<file path="src/hw/rtl/blpg_pkg.sv">
// Shared types, constants and lookup functions of the boot logo pixel generator.
package blpg_pkg;

    // Frame and port geometry.
    localparam int MAX_DIM    = 4096;
    localparam int DIM_W      = 13;
    localparam int CFG_IDX_W  = 4;
    localparam int CFG_DATA_W = 13;

    // Configuration register indexes.
    localparam logic [CFG_IDX_W-1:0] REG_FRAME_WIDTH  = 4'd0;
    localparam logic [CFG_IDX_W-1:0] REG_FRAME_HEIGHT = 4'd1;

    // Iterative pipelines: stages and recurrence steps per stage.
    localparam int ITER_STAGES     = 8;
    localparam int STEPS_PER_STAGE = 3;
    localparam int ISQ_RAD_W       = 2 * ITER_STAGES * STEPS_PER_STAGE;
    localparam int ISQ_ROOT_W      = ITER_STAGES * STEPS_PER_STAGE;
    localparam int ISQ_REM_W       = ISQ_ROOT_W + 3;
    localparam int MOD_DIVD_W      = ITER_STAGES * STEPS_PER_STAGE;
    localparam int MOD_DIV_W       = 14;

    // Reciprocals for division by constants (multiply, then shift).
    localparam logic [27:0] RCP_DIV5     = 28'd214748365;   // 2^30 / 5
    localparam logic [26:0] RCP_DIV10000 = 27'd109951163;   // 2^40 / 10000
    localparam logic [23:0] RCP_DIV500   = 24'd8589935;     // 2^32 / 500
    localparam logic [24:0] RCP_DIV225   = 25'd19088744;    // 2^32 / 225
    localparam logic [24:0] RCP_DIV15    = 25'd17895698;    // 2^28 / 15

    // Per-pixel flags and values that ride alongside the long pipelines.
    typedef struct packed {
        logic        in_frame;
        logic        robot;
        logic        bar;
        logic [7:0]  glow;
        logic [16:0] pulse;
        logic [12:0] xy;
        logic [15:0] lo;
    } t_side;

    // Digit-by-digit square root state.
    typedef struct packed {
        logic [ISQ_RAD_W-1:0]  rad;
        logic [ISQ_REM_W-1:0]  rem;
        logic [ISQ_ROOT_W-1:0] root;
    } t_isq_st;

    // Bit-serial remainder state.
    typedef struct packed {
        logic [MOD_DIVD_W-1:0] divd;
        logic [MOD_DIV_W-1:0]  rem;
    } t_mod_st;

    // Quarter-wave sine table, Q1.15.
    function automatic logic [15:0] sine_q(input logic [4:0] idx);
        logic [15:0] v;
        unique case (idx)
            5'd0:    v = 16'd0;
            5'd1:    v = 16'd3212;
            5'd2:    v = 16'd6393;
            5'd3:    v = 16'd9512;
            5'd4:    v = 16'd12540;
            5'd5:    v = 16'd15447;
            5'd6:    v = 16'd18205;
            5'd7:    v = 16'd20788;
            5'd8:    v = 16'd23170;
            5'd9:    v = 16'd25330;
            5'd10:   v = 16'd27246;
            5'd11:   v = 16'd28899;
            5'd12:   v = 16'd30274;
            5'd13:   v = 16'd31357;
            5'd14:   v = 16'd32138;
            5'd15:   v = 16'd32610;
            5'd16:   v = 16'd32768;
            default: v = 16'd0;
        endcase
        return v;
    endfunction

    // Fraction floor(r * 16384 / 5) for a remainder of division by five.
    function automatic logic [13:0] lo5_frac(input logic [2:0] r);
        logic [13:0] v;
        unique case (r)
            3'd1:    v = 14'd3276;
            3'd2:    v = 14'd6553;
            3'd3:    v = 14'd9830;
            3'd4:    v = 14'd13107;
            default: v = 14'd0;
        endcase
        return v;
    endfunction

    // Several square root steps: bring in two radicand bits, try 4q+1.
    function automatic t_isq_st isq_stage(input t_isq_st st);
        t_isq_st              v;
        logic [ISQ_REM_W-1:0] cur;
        logic [ISQ_REM_W-1:0] trial;
        v = st;
        for (int k = 0; k < STEPS_PER_STAGE; k++) begin
            cur   = {v.rem[ISQ_REM_W-3:0], v.rad[ISQ_RAD_W-1 -: 2]};
            trial = ISQ_REM_W'({v.root, 2'b01});
            v.rad = {v.rad[ISQ_RAD_W-3:0], 2'b00};
            if (cur >= trial) begin
                v.rem  = cur - trial;
                v.root = {v.root[ISQ_ROOT_W-2:0], 1'b1};
            end else begin
                v.rem  = cur;
                v.root = {v.root[ISQ_ROOT_W-2:0], 1'b0};
            end
        end
        return v;
    endfunction

    // Several restoring remainder steps, one dividend bit each.
    function automatic t_mod_st mod_stage(input t_mod_st st, input logic [MOD_DIV_W-1:0] div);
        t_mod_st            v;
        logic [MOD_DIV_W:0] cur;
        v = st;
        for (int k = 0; k < STEPS_PER_STAGE; k++) begin
            cur    = {v.rem, v.divd[MOD_DIVD_W-1]};
            v.divd = {v.divd[MOD_DIVD_W-2:0], 1'b0};
            if (cur >= {1'b0, div}) begin
                cur = cur - {1'b0, div};
            end
            v.rem = cur[MOD_DIV_W-1:0];
        end
        return v;
    endfunction

endpackage

</file>
<file path="src/hw/rtl/blpg_mod_pipe.sv">
// Pipelined remainder of a dividend by the frame-dependent shimmer period.
module blpg_mod_pipe import blpg_pkg::*; (
    input  logic                  i_clk,
    input  logic                  i_en,
    input  logic [MOD_DIVD_W-1:0] i_divd,
    input  logic [MOD_DIV_W-1:0]  i_div,
    output logic [MOD_DIV_W-1:0]  o_rem
);

    t_mod_st r_st [ITER_STAGES];
    t_mod_st n_st [ITER_STAGES];

    // The user must change the divisor only while the block is idle; it is not enforced.
    for (genvar s = 0; s < ITER_STAGES; s++) begin : g_stage
        if (s == 0) begin : g_first
            always_comb begin
                n_st[s] = mod_stage('{divd: i_divd, rem: '0}, i_div);
            end
        end else begin : g_next
            always_comb begin
                n_st[s] = mod_stage(r_st[s-1], i_div);
            end
        end

        always_ff @(posedge i_clk) begin
            if (i_en) begin
                r_st[s] <= n_st[s];
            end
        end
    end

    assign o_rem = r_st[ITER_STAGES-1].rem;

endmodule

</file>
<file path="config.mk">
export PLATFORM = sky130hd
export DESIGN_NAME = blpg_mod_pipe
export DESIGN_NICKNAME = d
export VERILOG_FILES = /design/src/hw/rtl/blpg_pkg.sv /design/src/hw/rtl/blpg_mod_pipe.sv
export SDC_FILE = /design/constraint.sdc
export NUM_CORES = 1
export LEC_CHECK = 0
export ABC_CLOCK_PERIOD_IN_PS = 13700
export BUFFER_PORTS_ARGS = -buffer_cell sky130_fd_sc_hd__buf_2
export CAP_MARGIN = 20
export CORE_MARGIN = 3
export CORE_UTILIZATION = 45
export DETAILED_ROUTE_END_ITERATION = 6
export SLEW_MARGIN = 20
export SYNTH_ARGS = -nofsm -noshare
export SYNTH_HDL_FRONTEND = slang
export SYNTH_SLANG_ARGS = --single-unit
export TNS_END_PERCENT = 20
</file>
<file path="constraint.sdc">
create_clock -name i_clk -period 13.7 [get_ports i_clk]
set_clock_uncertainty 0.05 [all_clocks]
set_input_delay 2.74 -clock i_clk [delete_from_list [all_inputs] [get_ports i_clk]]
set_output_delay 2.74 -clock i_clk [all_outputs]
set_load 0.1 [all_outputs]
</file>
==> results of run 1 <==
[worst max-delay path by stage]
stage / startpoint / end / slack [ps] / cells after the start
6_report: i_div[12] / r_st[0][38] / 2150 / 27
5_1_grt: i_div[1] / r_st[0][37] / 1600 / 27
4_1_cts: i_div[1] / r_st[0][37] / 2200 / 27
3_5_place_dp: i_div[1] / r_st[0][37] / 1680 / 27
3_3_place_gp: i_div[12] / r_st[0][47] / 1810 / 27
2_1_floorplan: i_div[1] / r_st[1][10] / 2650 / 33
[per-stage QoR]
step,setup WS [ps],hold slack (ps),std cells
final,2146,360.5,3465
after global routing,1597,363.4,3465
after CTS,2203,361.6,3465
after detailed placement,1681,354.5,3433
after global placement,1810,350.8,3433
after floorplan,2647,350.3,2722
[layer usage]
metal	wire [µm]	vias to the layer above	track usage, %
met1	31510	10109	31.27
met5	0	-	0
met4	1469	0	6.249
met2	33200	548	41.49
li1	-	10392	-
met3	2680	104	3.189
[critical path, delay by kind of cell]
family / cells / cell delay, ps
AOI/OAI and AO/OA: 16 / 4790
adders and majority gates: 3 / 1130
buffers and inverters: 3 / 1050
muxes: 2 / 810
and+or+nand+nor: 3 / 1190
[placed cells by master (no fill, tap or decap), drive strengths merged, types with 15 or more instances in the layout]
master	count
inv	136
o21a	57
and4	15
mux2i	30
ha	324
nand3	59
nand2	185
nor2b	60
a211oi	25
xor2	79
xnor2	142
nor3	70
nor2	181
clkbuf	18
mux2	149
nand2b	41
a21o	77
o21ai	172
a21oi	244
buf	87
o211ai	18
nor4	16
edfxtp	196
fa	23
or2	16
or3	16
and3	21
o31a	27
o31ai	15
a31oi	21
nand4	39
o221ai	15
o21bai	25
[logic make-up after synthesis]
group | after synthesis
multiplexers | 179
flip-flops | 196
buffers and inverters | 197
XOR/XNOR | 221
adder cells (fa/ha/maj) | 347
AO/OA/AOI/OAI | 817
AND/OR/NAND/NOR | 765
[final cells by class]
type / instances / share of cell area [%]
multi-input combinational: 2329 / 67.86
clock buffer: 17 / 1.627
inverter: 132 / 1.894
clock inverter: 15 / 0.6793
timing repair buffer: 88 / 2.148
sequential: 196 / 22.50
tap: 688 / 3.291
==> metrics.md, run 1 <==
| Metric | Value |
|---|---|
| Status | completed |
| Leading area contributor after synthesis | edfxtp_1 |
| Max-slew headroom | 28.24% |
| Die Ht | 239.2 µm |
| Cells after Synth | 2722 |
| CTS H-tree depth | 4 |
| DR iter-0 viols | 1375 |
| Share of cells above drive strength 1 | 10.84% |
| Area of the multi-input gates | 17750 µm² |
| R2r endpoint | r_st[0][38] |
| Root buffer cell | clkbuf_16 |
| Critical path endpoint category | flop |
| Initial antenna violation count | 0 |
| Synthesis Warnings | 0 |
| WP data arrival | 11750 ps |
| Synth Flop Type | edfxtp_1 |
| Synth top area cells | edfxtp_1 (24%), ha_1 (17%), mux2_2 (5.7%), xnor2_1 (5.1%), a21oi_1 (5.0%) |
| Area of the mapped netlist | 24470 µm² |
| Dpl hpwl | 52740 µm |
| Setup TNS | 0 ps |
| Final GP Congestion | 0.9047 |
| Synth Area in Compound Gates | 22.12% |
| Hold Crit Start | r_st[0][96] |
| Slew Viols, Final | 0 |
| Grt ovf | 0 |
| F_max | 86.55 MHz |
| Synth Register Bits | 196 |
| Area share of the largest cell type after synthesis | 24.05% |
| Routed Wire Length | 68860 µm |
| RSZ-0062 raised after global routing | no |
| FP Rows | 84 |
| Fraction of the mapped netlist area in adder cells | 18.44% |
| Post-synth EDFFs | 196 |
| Port Buffers | 53 |
| Maxcap violations | 0 |
| Minimum clock period | 11550 ps |
| Worst-path clk slew | 80 ps |
| Die width | 239.2 µm |
| Hold EP | r_st[0][134] |
| Post-Synth Simple-Gate Area | 15.75% |
| Post-cts sizing count | 0 |
| Num CTS Buffers | 17 |
| Initial Util | 46.02% |
| First-pass GRT wire length | 108300 µm |
| Slowest-stage cell, CP | a2111oi_4 |
| Post-route cell area | 26150 µm² |
| Slew @ Worst Pin | 1076 ps |
| Drt wl/cell | 19.87 µm |
| Worst Hold Class | flop to flop |
| Main combinational cell family by area after synthesis | compound AO/OA/AOI/OAI gates |
| CP max stage delay | 960 ps |
| ANT nets after route | 0 |
| Via count | 21153 |
| Syn Nets | 3109 |
| Hold Path Depth | 0 |
| Most flop-heavy register | r_st |
| XOR/XNOR share of the synthesized area | 7.909% |
| TritonCTS clock tree | yes |
| Register area | 5886 µm² |
| Final routed DRC violation total | 0 |
| Synthesized area per cell | 8.991 µm² |
| Setup violations, final | 0 |
| Clock buffer depth | 2 |
| Vias in the first global route | 20241 |
| Clock sinks | 196 |
| CTS hold repair buffers | 0 |
| FF-to-FF Start | r_st[0][0] |
| Mux cell area share after synthesis | 8.282% |
| Top Registers | r_st x196 |
| Cell with the most instances after synthesis | ha_1 |
| Synth top cells by count | ha_1 (324), a21oi_1 (244), edfxtp_1 (196) |
| Final net count | 3151 |
| Diode count | 0 |
| R2R depth | 25 |
| Max FFs per register | 196 |
| Worst-Skew Late Latency | 500 ps |
| Crit path launch type | input port |
| Fillers | 4987 |
| DRT Pass-1 Iters | 5 |
| Post-synth ARST share | 0% |
| Post-CTS Setup Inserts | 0 |
| Ports | 54 |
| CP Max Fanout | 26 |
| Core area | 53180 µm² |
| Hold Fails Final Rpt | 0 |
| Final core occ | 49.18% |
| All-Layer GR Usage | 23.86% |
| Largest net degree at the start of global routing | 77 |
| Reg2Reg Setup Slack | 4610 ps |
| Synth-to-Final Area Change | 6.860% |
| Worst Setup Path Type | input port to flop |
| Die ar. | 57220 µm² |
| Netlist cell types | 92 |
| Period utilisation layout | 84.33% |
| Worst Path Required | 13900 ps |
| Sequential share of the synthesized area | 24.05% |
| Placed inst area | 25550 µm² |
| Routed vias/inst | 6.105 |
Power of run 1 is left out: the tool's default activity adds up to more than one toggle a clock period on the data nets, which glitch-free logic cannot reach.
==> run 2, diff against run 1 <==
--- a/config.mk
+++ b/config.mk
@@ -5,7 +5,7 @@
 export SDC_FILE = /design/constraint.sdc
 export NUM_CORES = 1
 export LEC_CHECK = 0
-export ABC_CLOCK_PERIOD_IN_PS = 13700
+export ABC_CLOCK_PERIOD_IN_PS = 10400
 export BUFFER_PORTS_ARGS = -buffer_cell sky130_fd_sc_hd__buf_2
 export CAP_MARGIN = 20
 export CORE_MARGIN = 3
==> constraint.sdc (replaced) <==
create_clock -name i_clk -period 10.4 [get_ports i_clk]
set_clock_uncertainty 0.05 [all_clocks]
set_input_delay 2.08 -clock i_clk [delete_from_list [all_inputs] [get_ports i_clk]]
set_output_delay 2.08 -clock i_clk [all_outputs]
set_load 0.1 [all_outputs]
==> run 2 against run 1 <==
Net effect:
- wire length up 4.2%
- setup slack lost 1600 ps
- utilization rose by 0.75 points
- non-clock buffer count grew 46
- critical path type unchanged
- via count rose by 0.81%
- largest cell class unchanged
==> metrics.md, run 2 (synthesis gave the netlist of run 1 again) <==
| Metric | Value |
|---|---|
| Ports | 54 (unchanged) |
| Slowest-stage cell, CP | ha_1 (was a2111oi_4) |
| R2R depth | 26 (was 25) |
| Diode count | 0 (unchanged) |
| Top delay family on crit path | compound AO/OA/AOI/OAI gates (unchanged) |
| Worst Setup Path Type | input port to flop (unchanged) |
| R2r endpoint | r_st[0][106] (was r_st[0][38]) |
| Most frequent cells in the layout | ha_1 (324), a21oi_1 (244), edfxtp_1 (196) (unchanged) |
| Hold Path Depth | 0 (unchanged) |
| Final routed DRC violation total | 0 (unchanged) |
| Die Ht | 239.2 µm (unchanged) |
| Hold Crit Start | r_st[0][135] (was r_st[0][96]) |
| Die width | 239.2 µm (unchanged) |
| CTS hold repair buffers | 0 (unchanged) |
| Final core occ | 49.93% (was 49.18%) |
| Area of the multi-input gates | 17750 µm² (about the same) |
| Root buffer cell | clkbuf_16 (unchanged) |
| Register area | 5886 µm² (unchanged) |
| FP Rows | 84 (unchanged) |
| Synth-to-Final Area Change | 8.496% (was 6.860%) |
| Critical path endpoint category | flop (unchanged) |
| CP max stage delay | 520 ps (was 960 ps) |
| Reg2Reg Setup Slack | 1870 ps (was 4610 ps) |
| Fillers | 5065 (was 4987) |
| Crit path launch type | input port (unchanged) |
| Worst Path Required | 10590 ps (was 13900 ps) |
| Num CTS Buffers | 17 (unchanged) |
| TritonCTS clock tree | yes (unchanged) |
| First-pass GRT wire length | 112600 µm (was 108300 µm) |
| Vias in the first global route | 20756 (was 20241) |
| Clock sinks | 196 (unchanged) |
| Bufs and invs on worst path | 5 (was 3) |
| All-Layer GR Usage | 25.00% (was 23.86%) |
| Drt wl/cell | 20.43 µm (was 19.87 µm) |
| Worst-Skew Late Latency | 510 ps (was 500 ps) |
| DRT Pass-1 Iters | 6 (was 5) |
| Commonest non-fill, non-tap cell in the layout | ha_1 (unchanged) |
| Maxcap violations | 0 (unchanged) |
| DR iter-0 viols | 1269 (was 1375) |
| CP Max Fanout | 22 (was 26) |
| Initial antenna violation count | 0 (unchanged) |
| Grt ovf | 0 (unchanged) |
| Die ar. | 57220 µm² (unchanged) |
| Routed vias/inst | 6.073 (was 6.105) |
| Top Registers | r_st x196 (unchanged) |
| CTS H-tree depth | 4 (unchanged) |
| Hold EP | r_st[1][33] (was r_st[0][134]) |
| Via count | 21324 (was 21153) |
| Initial Util | 46.02% (unchanged) |
| Largest net degree at the start of global routing | 79 (was 77) |
| Slew Viols, Final | 0 (unchanged) |
| Share of cells above drive strength 1 | 12.40% (was 10.84%) |
| Status | completed (unchanged) |
| Core area | 53180 µm² (unchanged) |
| Final net count | 3197 (was 3151) |
| Max-slew headroom | 35.17% (was 28.24%) |
| Worst Hold Class | flop to flop (unchanged) |
| Period utilisation layout | 94.71% |
| WP data arrival | 10040 ps (was 11750 ps) |
| FF-to-FF Start | r_st[0][71] (was r_st[0][0]) |
| Clock buffer depth | 2 (unchanged) |
| Setup TNS | 0 ps (unchanged) |
| Port Buffers | 53 (unchanged) |
| Max FFs per register | 196 (unchanged) |
| Hold Fails Final Rpt | 0 (unchanged) |
| Slew @ Worst Pin | 972.4 ps (was 1076 ps) |
| Setup violations, final | 0 (unchanged) |
| Dpl hpwl | 56460 µm (was 52740 µm) |
| RSZ-0062 raised after global routing | no (unchanged) |
| Worst-path clk slew | 80 ps (about the same) |
| Minimum clock period | 9850 ps |
| Final GP Congestion | 0.9427 (was 0.9047) |
| Post-CTS Setup Inserts | 0 (unchanged) |
| ANT nets after route | 0 (unchanged) |
| Routed Wire Length | 71710 µm (was 68860 µm) |
| F_max | 101.5 MHz |
| Post-cts sizing count | 0 (unchanged) |
| Most flop-heavy register | r_st (unchanged) |
## run 2: cell types whose count changed in the layout (fill, tap and decap cells not counted), sizes merged
cell      delta
buf         +46
clkinv       +2
clkinvlp     -1
bufinv       -1
## run 2: metrics by stage
| step | std cells | setup slack, ps | hold slack, ps | cell area, µm² |
|---|---|---|---|---|
| 3_5_place_dp | 3479 | -70.54 | 354.5 | 25940 |
| 6_report | 3511 | 550.0 | 359.5 | 26550 |
| 5_1_grt | 3511 | 22.72 | 373.6 | 26550 |
| 4_1_cts | 3511 | 464.2 | 364.0 | 26540 |
| 3_3_place_gp | 3479 | 27.22 | 350.6 | 25940 |
| 2_1_floorplan | 2722 | 6.567 | 350.3 | 24470 |
## run 2: per-layer routing
layer,GRT usage (%),up-vias,wire [µm],share of wire (%)
li1,-,10486,-,-
met1,32.76,10154,32390,45
met2,42.43,551,34100,48
met3,3.374,133,3030,4.2
met4,8.723,0,2202,3.1
met5,0,-,0,0
## run 2: layout make-up
cell class | instances | share of cell area, %
Inverter | 132 | 1.894
Multi-Input combinational cell | 2329 | 66.86
Sequential cell | 196 | 22.16
Tap cell | 688 | 3.242
Clock inverter | 15 | 0.6314
Clock buffer | 17 | 1.602
Timing Repair Buffer | 134 | 3.605
## run 2: worst register-to-register path, delay by kind of cell (launching register included)
family	cells	cell delay (ps)
mux	1	240
compound gates	17	5370
simple gates	5	1050
flops	1	490
fa+ha+maj	3	1080
## run 2: worst max-delay path by stage
stage | start | to | slack [ps] | cells after the start
after floorplan | i_div[1] | r_st[1][10] | 7 | 33
after global placement | i_div[6] | r_st[0][48] | 30 | 29
after detailed placement | i_div[6] | r_st[0][48] | -70 | 29
after CTS | i_div[6] | r_st[0][48] | 460 | 29
after global routing | i_div[6] | r_st[0][48] | 20 | 29
final | i_div[6] | r_st[0][48] | 550 | 29
Power of run 2 is left out for the same reason.
